==> src/hdl/mlr_pkg.sv <==
// Shared types and constants for the midpoint line rasterizer.
// Depends on nothing; every other file of the block imports it.
package mlr_pkg;

    // Pixel coordinate width and the signed decision width.
    localparam int COORD_BITS  = 12;
    localparam int DEC_BITS    = COORD_BITS + 3;

    // Command queue between the setup stage and the stepping stage.
    localparam int QUEUE_DEPTH = 4;
    localparam int QPTR_BITS   = $clog2(QUEUE_DEPTH);
    localparam int QCNT_BITS   = $clog2(QUEUE_DEPTH + 1);

    // Command codes carried in the mode field.
    localparam logic MODE_START   = 1'b0;
    localparam logic MODE_ADVANCE = 1'b1;

    typedef logic [COORD_BITS-1:0] t_coord;
    typedef logic [COORD_BITS:0]   t_sdelta;
    typedef logic signed [DEC_BITS-1:0] t_dec;

    // One classified command, as the setup stage hands it to the stepper.
    typedef struct packed {
        logic   mode;
        t_coord x_start;
        t_coord y_start;
        t_coord end_major;
        t_coord delta_major;
        t_coord delta_minor;
        t_dec   decision;
        logic   step_col_neg;
        logic   step_row_neg;
        logic   steep;
        logic   active;
    } t_cmd;

endpackage

==> src/hdl/mlr_if.sv <==
// Valid/ready channel interfaces for the rasterizer's input and output words.
// Depends on mlr_pkg for the coordinate type.
interface mlr_in_if import mlr_pkg::*; ();
    logic   valid;
    logic   ready;
    logic   mode;
    t_coord x_start;
    t_coord y_start;
    t_coord x_end;
    t_coord y_end;

    modport source (output valid, mode, x_start, y_start, x_end, y_end, input ready);
    modport sink   (input valid, mode, x_start, y_start, x_end, y_end, output ready);
endinterface

interface mlr_out_if import mlr_pkg::*; ();
    logic   valid;
    logic   ready;
    t_coord pixel_x;
    t_coord pixel_y;
    logic   pixel_valid;
    logic   last_pixel;

    modport source (output valid, pixel_x, pixel_y, pixel_valid, last_pixel, input ready);
    modport sink   (input valid, pixel_x, pixel_y, pixel_valid, last_pixel, output ready);
endinterface

==> src/hdl/mlr_front.sv <==
// Setup stage: accepts input words and classifies each line start.
// Depends on mlr_pkg and mlr_in_if.
module mlr_front import mlr_pkg::*; (
    input  logic       i_clk,
    input  logic       i_rst_n,
    mlr_in_if.sink     i_in,
    output logic       o_cmd_valid,
    input  logic       i_cmd_ready,
    output t_cmd       o_cmd
);

    logic    r_valid;
    t_cmd    r_cmd;
    t_cmd    n_cmd;
    logic    w_accept;
    t_sdelta w_dx;
    t_sdelta w_dy;
    t_coord  w_adx;
    t_coord  w_ady;
    logic    w_steep;
    t_coord  w_dmaj;
    t_coord  w_dmin;

    // The stage frees up whenever its word moves on to the queue.
    assign i_in.ready = !r_valid || i_cmd_ready;
    assign w_accept   = i_in.valid && i_in.ready;

    // Signed deltas, their magnitudes and the choice of major axis.
    always_comb begin
        w_dx    = {1'b0, i_in.x_end} - {1'b0, i_in.x_start};
        w_dy    = {1'b0, i_in.y_end} - {1'b0, i_in.y_start};
        w_adx   = w_dx[COORD_BITS] ? COORD_BITS'(-w_dx) : w_dx[COORD_BITS-1:0];
        w_ady   = w_dy[COORD_BITS] ? COORD_BITS'(-w_dy) : w_dy[COORD_BITS-1:0];
        w_steep = w_ady >= w_adx;
        w_dmaj  = w_steep ? w_ady : w_adx;
        w_dmin  = w_steep ? w_adx : w_ady;
    end

    // Build the command word; advance words ignore the setup fields.
    always_comb begin
        n_cmd              = '0;
        n_cmd.mode         = i_in.mode;
        n_cmd.x_start      = i_in.x_start;
        n_cmd.y_start      = i_in.y_start;
        n_cmd.end_major    = w_steep ? i_in.y_end : i_in.x_end;
        n_cmd.delta_major  = w_dmaj;
        n_cmd.delta_minor  = w_dmin;
        n_cmd.decision     = t_dec'({2'b00, w_dmin, 1'b0}) - t_dec'({3'b000, w_dmaj});
        n_cmd.step_col_neg = w_dx[COORD_BITS];
        n_cmd.step_row_neg = w_dy[COORD_BITS];
        n_cmd.steep        = w_steep;
        n_cmd.active       = w_dmaj != '0;
    end

    // Holding register toward the queue.
    always_ff @(posedge i_clk) begin
        if (!i_rst_n) begin
            r_valid <= 1'b0;
        end else if (w_accept) begin
            r_valid <= 1'b1;
        end else if (i_cmd_ready) begin
            r_valid <= 1'b0;
        end
    end

    always_ff @(posedge i_clk) begin
        if (w_accept) begin
            r_cmd <= n_cmd;
        end
    end

    assign o_cmd_valid = r_valid;
    assign o_cmd       = r_cmd;

endmodule

==> src/hdl/mlr_fifo.sv <==
// Short command queue between the setup stage and the stepping stage.
// Depends on mlr_pkg for the command type and the queue depth.
module mlr_fifo import mlr_pkg::*; (
    input  logic i_clk,
    input  logic i_rst_n,
    input  logic i_push_valid,
    output logic o_push_ready,
    input  t_cmd i_push_cmd,
    output logic o_pop_valid,
    input  logic i_pop_ready,
    output t_cmd o_pop_cmd
);

    t_cmd                 r_mem [QUEUE_DEPTH];
    logic [QPTR_BITS-1:0] r_wr_ptr;
    logic [QPTR_BITS-1:0] r_rd_ptr;
    logic [QCNT_BITS-1:0] r_count;
    logic                 w_push;
    logic                 w_pop;

    assign o_push_ready = r_count != QCNT_BITS'(QUEUE_DEPTH);
    assign o_pop_valid  = r_count != '0;
    assign w_push       = i_push_valid && o_push_ready;
    assign w_pop        = o_pop_valid && i_pop_ready;
    assign o_pop_cmd    = r_mem[r_rd_ptr];

    // Pointers and fill count.
    always_ff @(posedge i_clk) begin
        if (!i_rst_n) begin
            r_wr_ptr <= '0;
            r_rd_ptr <= '0;
            r_count  <= '0;
        end else begin
            if (w_push) begin
                r_wr_ptr <= r_wr_ptr + 1'b1;
            end
            if (w_pop) begin
                r_rd_ptr <= r_rd_ptr + 1'b1;
            end
            if (w_push && !w_pop) begin
                r_count <= r_count + 1'b1;
            end else if (w_pop && !w_push) begin
                r_count <= r_count - 1'b1;
            end
        end
    end

    // Entry storage.
    always_ff @(posedge i_clk) begin
        if (w_push) begin
            r_mem[r_wr_ptr] <= i_push_cmd;
        end
    end

endmodule

==> src/hdl/mlr_back.sv <==
// Stepping stage: holds the line in progress and emits one output word per command.
// Depends on mlr_pkg and mlr_out_if.
module mlr_back import mlr_pkg::*; (
    input  logic       i_clk,
    input  logic       i_rst_n,
    input  logic       i_cmd_valid,
    output logic       o_cmd_ready,
    input  t_cmd       i_cmd,
    mlr_out_if.source  o_out
);

    // Line state.
    t_coord r_cur_col;
    t_coord r_cur_row;
    t_coord r_end_major;
    t_coord r_delta_major;
    t_coord r_delta_minor;
    t_dec   r_decision;
    logic   r_step_col_neg;
    logic   r_step_row_neg;
    logic   r_steep;
    logic   r_active;

    // Output register.
    logic   r_out_valid;
    t_coord r_pixel_x;
    t_coord r_pixel_y;
    logic   r_pixel_valid;
    logic   r_last_pixel;

    logic   w_take;
    logic   w_minor_step;
    logic   w_col_step;
    logic   w_row_step;
    t_coord w_next_col;
    t_coord w_next_row;
    t_dec   w_next_dec;
    logic   w_last;

    function automatic t_coord step_coord(input t_coord v, input logic neg);
        step_coord = neg ? v - 1'b1 : v + 1'b1;
    endfunction

    // A command is taken whenever the output register is empty or draining.
    assign o_cmd_ready = !r_out_valid || o_out.ready;
    assign w_take      = i_cmd_valid && o_cmd_ready;

    // One midpoint step from the current state.
    always_comb begin
        w_minor_step = !r_decision[DEC_BITS-1];
        w_next_dec   = r_decision + t_dec'({2'b00, r_delta_minor, 1'b0})
                       - (w_minor_step ? t_dec'({2'b00, r_delta_major, 1'b0}) : '0);
        w_col_step   = r_steep ? w_minor_step : 1'b1;
        w_row_step   = r_steep ? 1'b1 : w_minor_step;
        w_next_col   = w_col_step ? step_coord(r_cur_col, r_step_col_neg) : r_cur_col;
        w_next_row   = w_row_step ? step_coord(r_cur_row, r_step_row_neg) : r_cur_row;
        w_last       = (r_steep ? w_next_row : w_next_col) == r_end_major;
    end

    // Line state and output register update.
    always_ff @(posedge i_clk) begin
        if (!i_rst_n) begin
            r_cur_col      <= '0;
            r_cur_row      <= '0;
            r_end_major    <= '0;
            r_delta_major  <= '0;
            r_delta_minor  <= '0;
            r_decision     <= '0;
            r_step_col_neg <= 1'b0;
            r_step_row_neg <= 1'b0;
            r_steep        <= 1'b0;
            r_active       <= 1'b0;
            r_out_valid    <= 1'b0;
            r_pixel_x      <= '0;
            r_pixel_y      <= '0;
            r_pixel_valid  <= 1'b0;
            r_last_pixel   <= 1'b0;
        end else begin
            if (w_take) begin
                r_out_valid <= 1'b1;
            end else if (o_out.ready) begin
                r_out_valid <= 1'b0;
            end

            if (w_take) begin
                if (i_cmd.mode == MODE_START) begin
                    r_cur_col      <= i_cmd.x_start;
                    r_cur_row      <= i_cmd.y_start;
                    r_end_major    <= i_cmd.end_major;
                    r_delta_major  <= i_cmd.delta_major;
                    r_delta_minor  <= i_cmd.delta_minor;
                    r_decision     <= i_cmd.decision;
                    r_step_col_neg <= i_cmd.step_col_neg;
                    r_step_row_neg <= i_cmd.step_row_neg;
                    r_steep        <= i_cmd.steep;
                    r_active       <= i_cmd.active;
                    r_pixel_x      <= i_cmd.x_start;
                    r_pixel_y      <= i_cmd.y_start;
                    r_pixel_valid  <= 1'b1;
                    r_last_pixel   <= !i_cmd.active;
                end else if (r_active) begin
                    r_cur_col     <= w_next_col;
                    r_cur_row     <= w_next_row;
                    r_decision    <= w_next_dec;
                    r_active      <= !w_last;
                    r_pixel_x     <= w_next_col;
                    r_pixel_y     <= w_next_row;
                    r_pixel_valid <= 1'b1;
                    r_last_pixel  <= w_last;
                end else begin
                    // Advancing with no line in progress gives an empty word.
                    r_pixel_x     <= '0;
                    r_pixel_y     <= '0;
                    r_pixel_valid <= 1'b0;
                    r_last_pixel  <= 1'b0;
                end
            end
        end
    end

    assign o_out.valid       = r_out_valid;
    assign o_out.pixel_x     = r_pixel_x;
    assign o_out.pixel_y     = r_pixel_y;
    assign o_out.pixel_valid = r_pixel_valid;
    assign o_out.last_pixel  = r_last_pixel;

endmodule

==> src/hdl/midpoint_line_rasterizer.sv <==
// Top level of the midpoint line rasterizer: setup stage, command queue, stepper.
// Depends on mlr_pkg, mlr_if, mlr_front, mlr_fifo and mlr_back.
//
// Usage:
//   i_in carries one command word per handshake. Mode start loads both
//   endpoints and produces the first pixel; mode advance steps the line
//   by one pixel along its major axis. o_out carries exactly one word per
//   accepted command: the pixel, a valid flag (low when advancing with no
//   line in progress) and a flag on the line's final pixel.
//   An accepted command passes through the setup register, then the
//   command queue, then the output register before its word reaches
//   o_out. Throughput is one word per cycle while o_out.ready stays
//   high; the queue of four commands lets the setup side keep accepting
//   while the output is briefly stalled.
//   When the receiver holds o_out.ready low the output word holds, the
//   queue fills, and i_in.ready falls once the queue and the setup
//   register are both full. Synchronous active-low reset empties the
//   queue, drops any line in progress and clears o_out.valid.
module midpoint_line_rasterizer import mlr_pkg::*; (
    input  logic       i_clk,
    input  logic       i_rst_n,
    mlr_in_if.sink     i_in,
    mlr_out_if.source  o_out
);

    logic w_cmd_valid;
    logic w_cmd_ready;
    t_cmd w_cmd;
    logic w_q_valid;
    logic w_q_ready;
    t_cmd w_q_cmd;

    // Setup stage.
    mlr_front u_front (
        .i_clk       (i_clk),
        .i_rst_n     (i_rst_n),
        .i_in        (i_in),
        .o_cmd_valid (w_cmd_valid),
        .i_cmd_ready (w_cmd_ready),
        .o_cmd       (w_cmd)
    );

    // Command queue.
    mlr_fifo u_fifo (
        .i_clk        (i_clk),
        .i_rst_n      (i_rst_n),
        .i_push_valid (w_cmd_valid),
        .o_push_ready (w_cmd_ready),
        .i_push_cmd   (w_cmd),
        .o_pop_valid  (w_q_valid),
        .i_pop_ready  (w_q_ready),
        .o_pop_cmd    (w_q_cmd)
    );

    // Stepping stage.
    mlr_back u_back (
        .i_clk       (i_clk),
        .i_rst_n     (i_rst_n),
        .i_cmd_valid (w_q_valid),
        .o_cmd_ready (w_q_ready),
        .i_cmd       (w_q_cmd),
        .o_out       (o_out)
    );

    // An empty word carries no pixel and no final-pixel flag.
    a_empty_word_zero: assert property (@(posedge i_clk) disable iff (!i_rst_n)
        o_out.valid && !o_out.pixel_valid |->
            !o_out.last_pixel && o_out.pixel_x == '0 && o_out.pixel_y == '0)
        else $error("empty output word carries pixel data");

    // Input back-pressure only comes from a word held in the setup register.
    a_in_stall_cause: assert property (@(posedge i_clk) disable iff (!i_rst_n)
        !i_in.ready |-> w_cmd_valid && !w_cmd_ready)
        else $error("input stalled without a blocked setup word");

    // The stepper refuses a queued command only while the receiver stalls.
    a_back_stall_cause: assert property (@(posedge i_clk) disable iff (!i_rst_n)
        w_q_valid && !w_q_ready |-> o_out.valid && !o_out.ready)
        else $error("stepper stalled without output back-pressure");

endmodule
==> src/flat_wrapper.sv <==
// flat-port wrapper written by rule: the top's interface ports become plain ports
module midpoint_line_rasterizer_flat import mlr_pkg::*;
  (i_clk, i_rst_n, i_in_valid, i_in_mode, i_in_x_start, i_in_y_start, i_in_x_end, i_in_y_end, i_in_ready, o_out_valid, o_out_pixel_x, o_out_pixel_y, o_out_pixel_valid, o_out_last_pixel, o_out_ready);
  mlr_in_if i_in_i ();
  mlr_out_if o_out_i ();
  input  logic i_clk;
  input  logic i_rst_n;
  input wire logic [$bits(i_in_i.valid)-1:0] i_in_valid;
  input wire logic [$bits(i_in_i.mode)-1:0] i_in_mode;
  input wire logic [$bits(i_in_i.x_start)-1:0] i_in_x_start;
  input wire logic [$bits(i_in_i.y_start)-1:0] i_in_y_start;
  input wire logic [$bits(i_in_i.x_end)-1:0] i_in_x_end;
  input wire logic [$bits(i_in_i.y_end)-1:0] i_in_y_end;
  output wire logic [$bits(i_in_i.ready)-1:0] i_in_ready;
  output wire logic [$bits(o_out_i.valid)-1:0] o_out_valid;
  output wire logic [$bits(o_out_i.pixel_x)-1:0] o_out_pixel_x;
  output wire logic [$bits(o_out_i.pixel_y)-1:0] o_out_pixel_y;
  output wire logic [$bits(o_out_i.pixel_valid)-1:0] o_out_pixel_valid;
  output wire logic [$bits(o_out_i.last_pixel)-1:0] o_out_last_pixel;
  input wire logic [$bits(o_out_i.ready)-1:0] o_out_ready;
  assign i_in_i.valid = i_in_valid;
  assign i_in_i.mode = i_in_mode;
  assign i_in_i.x_start = i_in_x_start;
  assign i_in_i.y_start = i_in_y_start;
  assign i_in_i.x_end = i_in_x_end;
  assign i_in_i.y_end = i_in_y_end;
  assign i_in_ready = i_in_i.ready;
  assign o_out_valid = o_out_i.valid;
  assign o_out_pixel_x = o_out_i.pixel_x;
  assign o_out_pixel_y = o_out_i.pixel_y;
  assign o_out_pixel_valid = o_out_i.pixel_valid;
  assign o_out_last_pixel = o_out_i.last_pixel;
  assign o_out_i.ready = o_out_ready;
  midpoint_line_rasterizer u_core (.i_clk(i_clk), .i_rst_n(i_rst_n), .i_in(i_in_i), .o_out(o_out_i));
endmodule
==> config.mk <==
export PLATFORM = sky130hd
export DESIGN_NAME = midpoint_line_rasterizer_flat
export DESIGN_NICKNAME = d
export VERILOG_FILES = /design/src/hdl/mlr_pkg.sv /design/src/hdl/mlr_if.sv /design/src/hdl/mlr_front.sv /design/src/hdl/mlr_fifo.sv /design/src/hdl/mlr_back.sv /design/src/hdl/midpoint_line_rasterizer.sv /design/src/flat_wrapper.sv
export SDC_FILE = /design/constraint.sdc
export NUM_CORES = 1
export LEC_CHECK = 0
export ABC_AREA = 1
export BUFFER_PORTS_ARGS = -buffer_cell sky130_fd_sc_hd__buf_2
export CORE_MARGIN = 2
export CORE_UTILIZATION = 54
export CTS_CLUSTER_DIAMETER = 150
export DETAILED_ROUTE_END_ITERATION = 8
export PLACE_DENSITY_LB_ADDON = 0.1
export SETUP_SLACK_MARGIN = 0.15
export SLEW_MARGIN = 20
export SYNTH_ARGS = -nofsm -noshare
export SYNTH_HDL_FRONTEND = slang
export SYNTH_HIERARCHICAL = 1
export SYNTH_SLANG_ARGS = --single-unit
==> constraint.sdc <==
create_clock -name i_clk -period 15.77 [get_ports i_clk]
set_clock_uncertainty 0.1 [all_clocks]
set_input_delay 2.3655 -clock i_clk [delete_from_list [all_inputs] [get_ports i_clk]]
set_output_delay 2.3655 -clock i_clk [all_outputs]
set_load 0.05 [all_outputs]
==> results of run 1 <==
power by group:
part | switching (mW) | internal (mW) | leakage (nW)
Combinational | 1.97 | 0.848 | 6.11
Sequential | 0.200 | 1.79 | 4.57
Clock | 0.533 | 0.735 | 0.870
Total | 2.71 | 3.38 | 11.5
placed cells by master (no fill, tap or decap), types with 52 or more instances in the layout:
master and instances:
a21oi_1 154, buf_2 80, clkbuf_16 52, dfxtp_1 113, edfxtp_1 394, ha_1 78, inv_1 283, nand2_1 561
nand3_1 145, nor2_1 302, o21ai_0 232, o22ai_1 78
critical path: cells and delay by family:
kind / cells / cell delay (ns)
compound gates: 9 / 2.13
simple gates: 10 / 1.66
fa+ha+maj: 4 / 1.34
buf+inv: 5 / 1.15
sequential cells by signal (all words and copies together) (netlist names), named ones only:
name	count
u_core/u_front/o_cmd	78
u_core/u_back/r_end_major	12
u_core/u_front/o_cmd_valid	1
u_core/u_fifo/r_wr_ptr	2
u_core/u_back/r_cur_col	12
u_core/u_back/o_out.pixel_x	12
u_core/u_back/o_out.pixel_y	12
u_core/u_back/o_out.last_pixel	1
u_core/u_back/r_delta_major	12
u_core/u_fifo/r_count	3
u_core/u_back/r_active	1
u_core/u_back/r_cur_row	12
u_core/u_back/r_steep	1
u_core/u_back/r_step_row_neg	1
u_core/u_back/o_out.pixel_valid	1
u_core/u_back/r_step_col_neg	1
u_core/u_back/o_out.valid	1
u_core/u_back/r_decision	14
u_core/u_back/r_delta_minor	12
u_core/u_fifo/r_rd_ptr	2
u_core/u_fifo/r_mem	316
worst max path at each step:
stage	slack [ns]	from	to
finish	7.43	i_in_y_start[0]	u_core/u_front/o_cmd[17]
global route	6.80	i_in_y_start[0]	u_core/u_front/o_cmd[16]
CTS	7.55	i_in_y_start[0]	u_core/u_front/o_cmd[17]
detailed placement	6.92	i_in_y_start[0]	u_core/u_front/o_cmd[17]
global placement	6.91	i_in_y_start[0]	u_core/u_front/o_cmd[17]
floorplan	8.35	i_in_x_end[0]	u_core/u_front/o_cmd[15]
stage by stage:
stage	hold slack, ns	utilization	instance area (µm²)
finish	0.363	0.602	28000
global route	0.381	0.601	28000
CTS	0.362	0.601	28000
detailed placement	0.355	0.563	26200
global placement	0.346	0.563	26200
floorplan	0.330	-	25500
layout make-up:
cell class,instances,share of cell area
clock buffers,59,0.0481
inverters,301,0.0406
multi-input cells,1819,0.344
flip-flops and latches,509,0.505
clock inverters,36,0.0148
well taps,607,0.0271
diodes,6,0.000536
repair buffers,101,0.0199
layer usage:
layer  up-vias  GRT usage  part of all wire
li1       9421          -                 -
met1      9254      0.394              0.46
met2       612      0.422              0.44
met3       101     0.0495             0.077
met4         2     0.0805             0.025
met5         -          0           0.00010
==> metrics.yaml, run 1 <==
status: "completed"
multi_input_area_um2: 9640
postCtsHoldBufs: 0
cts_buffers: 52
cts_resized: 0
seqCellArea_um2: 14100
first_pass_iters: 5
layout_setup_ws_ns: 7.43
ff2ff_path_depth: 10
slew_viol_final: 0
max_cap_viol_count: 0
crit_fanout: 55
drt-total-wl_um: 67100
die_w_um: 221
critPathLaunchType: "input port"
p_leak_nw: 11.5
total_power_mw: 6.08
crit_type: "in -> reg"
cp_slowest_cell: "o21ai_0"
fin_crit_ns: 8.34
fmax_ghz: 0.120
gr-usage-all-layers: 0.273
path_clk_slew_ns: 0.06
clock-root-buffer: "clkbuf_16"
wl_per_cell_um: 19.5
via_per_inst: 5.64
clock_path_buffers: 3
antenna_found_initial: 8
fp-row-count: 79
min_path_type: "reg -> reg"
syn_to_final_growth_pct: 9.87
syn-instance-count: 2746
yosysWarnings: 6
place_hpwl_um: 45500
io_pins: 81
grt_pass1_wl_um: 104000
vias: 19400
grt_pass1_vias: 18500
drive_above_1_share: 0.101
relSlewSlack: 0.285
fin_nets: 2934
drt_iter0_drc: 1650
grt-ovfl-total: 0
die_h_um: 221
grt_max_degree: 89
end_kind: "register"
post-cts-setup-buffers: 0
synth_area_um2: 25500
holdPathStages: 2
critPathRequiredTime_ns: 16.13
fin_crit_sh: 0.529
tns_ns: 0
placedCellCount: 3337
cts.sinks: 509
nFillCells: 4029
r2r_slack_ns: 11.20
cts_tree: "yes"
hp-start: "u_core/u_back/o_out.pixel_x[3]"
htreeDepth: 2
ir_drop_uv: 280
synth_area_per_cell_um2: 9.28
critPathMaxStageDelay_ns: 0.57
rsz0062_at_grt: "false"
power.density_nw_per_um2: 217
drcViolationCount: 0
core-area_um2: 46600
start_util: 0.548
worst_pin_slew_ns: 1.07
dp_slack_ns: 6.92
setup_viol: 0
dieArea_um2: 49000
numPortBuffers: 80
synth_nets: 2896
worstHoldEndpoint: "u_core/u_back/o_out.pixel_x[3]"
hold_viol_final: 0
gp_congestion: 0.932
ant_nets: 0
r2r_end: "u_core/u_back/r_cur_col[3]"
worstSkewPairLatency_ns: 0.62
arrival_ns: 8.70
layoutNonFillerInstCount: 3438
path_common_cell: "o21ai_0"
Power figures use the tool's default switching activity.
==> inputs of run 2 (changes only) <==
==> constraint.sdc (replaced) <==
create_clock -name i_clk -period 7.9 [get_ports i_clk]
set_clock_uncertainty 0.1 [all_clocks]
set_input_delay 1.185 -clock i_clk [delete_from_list [all_inputs] [get_ports i_clk]]
set_output_delay 1.185 -clock i_clk [all_outputs]
set_load 0.05 [all_outputs]
==> run 2 against run 1 <==
  * Critical path depth shrank 1
  * Clock-buffer cell count is 17 higher
  * First-iteration DRC count shrank 3.1%
  * Final area about the same
  * Via count is essentially flat
  * Hold slack got worse by 0.010 ns
  * Sequential cell count is the same
  * Utilization about the same
  * Register-to-register slack worse by 7.4 ns
  * Non-clock buffer count is 3 higher
  * Highest routed layer is now met4
  * Global-route usage shrank 0.23 points
==> metrics.yaml, run 2 (synthesis gave the netlist of run 1 again) <==
final_common_cell: "nand2_1"
power.density_nw_per_um2: 430  # +98%
drt-total-wl_um: 66200  # -1.3%
slew_viol_final: 0  # unchanged
dpl_cell_area_um2: 26300  # about the same
antenna_found_initial: 3  # -5
ff2ff_path_depth: 11  # +1
grt_pass1_vias: 18500  # -0.18%
gr-usage-all-layers: 0.270  # -0.00231
hp-start: "u_core/u_back/r_delta_major[9]"
worstHoldEndpoint: "u_core/u_back/r_delta_major[9]"
final_cell_mix: "561 x nand2_1, 394 x edfxtp_1, 302 x nor2_1, 283 x inv_1, 232 x o21ai_0"
crit_fanout: 19  # -65%
fin_crit_ns: 6.46
syn_to_final_growth_pct: 9.88  # about the same
grt_pass1_wl_um: 104000  # -0.27%
postCtsHoldBufs: 0  # unchanged
dieArea_um2: 49000  # unchanged
critPathRequiredTime_ns: 8.26  # -7.87 ns
cts_tree: "yes"
rsz0062_at_grt: "false"
p_leak_nw: 11.5  # about the same
hold_viol_final: 0  # unchanged
crit_family: "compound AO/OA/AOI/OAI gates"
setup_viol: 0  # unchanged
fin_crit_sh: 0.818
fp-row-count: 79  # unchanged
min_path_type: "reg -> reg"
placedCellCount: 3340  # +0.090%
drive_above_1_share: 0.102  # +0.00155
path_clk_slew_ns: 0.06  # about the same
clock-root-buffer: "clkbuf_16"
regMostFlops: "u_core/u_fifo/r_mem"
ir_drop_uv: 443  # +58%
cts.sinks: 509  # unchanged
numPortBuffers: 80  # unchanged
grt_max_degree: 86  # -3.4%
cp_slowest_cell: "o21ai_0"
drt_iter0_drc: 1599  # -3.1%
grt-ovfl-total: 0  # unchanged
htreeDepth: 2  # unchanged
wl_per_cell_um: 19.2  # -1.4%
gp_congestion: 0.933  # +0.11%
r2r_end: "u_core/u_back/r_cur_col[3]"
core-area_um2: 46600  # unchanged
total_power_mw: 12.1  # +98%
io_pins: 81  # unchanged
tns_ns: 0  # unchanged
cp_num_buf_inv: 5  # unchanged
ant_nets: 0  # unchanged
first_pass_iters: 8  # +3
largest_reg_flops: 316  # unchanged
post-cts-setup-buffers: 0  # unchanged
drcViolationCount: 0  # unchanged
end_kind: "register"
vias: 19400  # -0.088%
critPathMaxStageDelay_ns: 0.57  # about the same
worstSkewPairLatency_ns: 0.60  # -0.02 ns
worst_pin_slew_ns: 1.07  # -0.00406 ns
holdPathStages: 2  # unchanged
clock_path_buffers: 3  # unchanged
finalInstanceArea_um2: 28000  # about the same
max_cap_viol_count: 0  # unchanged
start_util: 0.548  # unchanged
relSlewSlack: 0.288  # +0.00271
r2r_slack_ns: 3.83  # -7.37 ns
critPathLaunchType: "input port"
cts_resized: 0  # unchanged
crit_type: "in -> reg"
fin_nets: 2938  # +0.14%
cts_buffers: 53  # +1.9%
die_h_um: 221  # unchanged
fmax_ghz: 0.155
layoutNonFillerInstCount: 3442  # +0.12%
arrival_ns: 6.82  # -1.88 ns
die_w_um: 221  # unchanged
place_hpwl_um: 45200  # -0.64%
via_per_inst: 5.63  # -0.20%
status: "completed"
-- run 2: where the power goes --
| part | total [mW] | leakage, nW | switching, mW | internal [mW] |
|---|---|---|---|---|
| Sequential | 3.93 | 4.57 | 0.348 | 3.58 |
| Clock | 2.49 | 0.853 | 1.03 | 1.46 |
| Combinational | 5.63 | 6.12 | 3.93 | 1.70 |
| Total | 12.1 | 11.5 | 5.31 | 6.74 |
-- run 2: per-stage QoR --
stage / utilization / setup slack (ns) / hold WS [ns]
floorplan: - / 1.66 / 0.330
global placement: 0.564 / 1.00 / 0.345
detailed placement: 0.564 / 0.859 / 0.344
CTS: 0.601 / 1.50 / 0.353
global route: 0.602 / 1.02 / 0.385
finish: 0.602 / 1.44 / 0.353
-- run 2: worst max path at each step --
stage / endpoint / depth (start not counted) / slack (ns) / from
after global placement: u_core/u_front/o_cmd[17] / 27 / 1.00 / i_in_x_start[9]
final: u_core/u_front/o_cmd[17] / 27 / 1.44 / i_in_x_start[9]
after CTS: u_core/u_front/o_cmd[17] / 27 / 1.50 / i_in_x_start[9]
after floorplan: u_core/u_front/o_cmd[15] / 36 / 1.66 / i_in_x_end[0]
after global routing: u_core/u_front/o_cmd[16] / 28 / 1.02 / i_in_x_start[11]
after detailed placement: u_core/u_front/o_cmd[17] / 27 / 0.86 / i_in_x_start[9]
-- run 2: tightest hold or removal path: cells and delay by family, from the launching register on --
kind,cells,cell delay (ns)
compound gates,1,0.05
buf+inv,1,0.06
flops,1,0.30
-- run 2: layout make-up --
cell class              count  area (µm²)
fillers                  4023       18500
flip-flops and latches    509       14100
multi-input cells        1819        9640
clock buffers              76        1500
inverters                 301        1140
well taps                 607         759
repair buffers            104         581
clock inverters            22         244
diodes                      4        10.0
-- run 2: metal layers --
metal,GRT usage,share of wire
met1,0.400,0.46
met2,0.420,0.45
met3,0.0401,0.070
met4,0.0669,0.021
met5,0,0
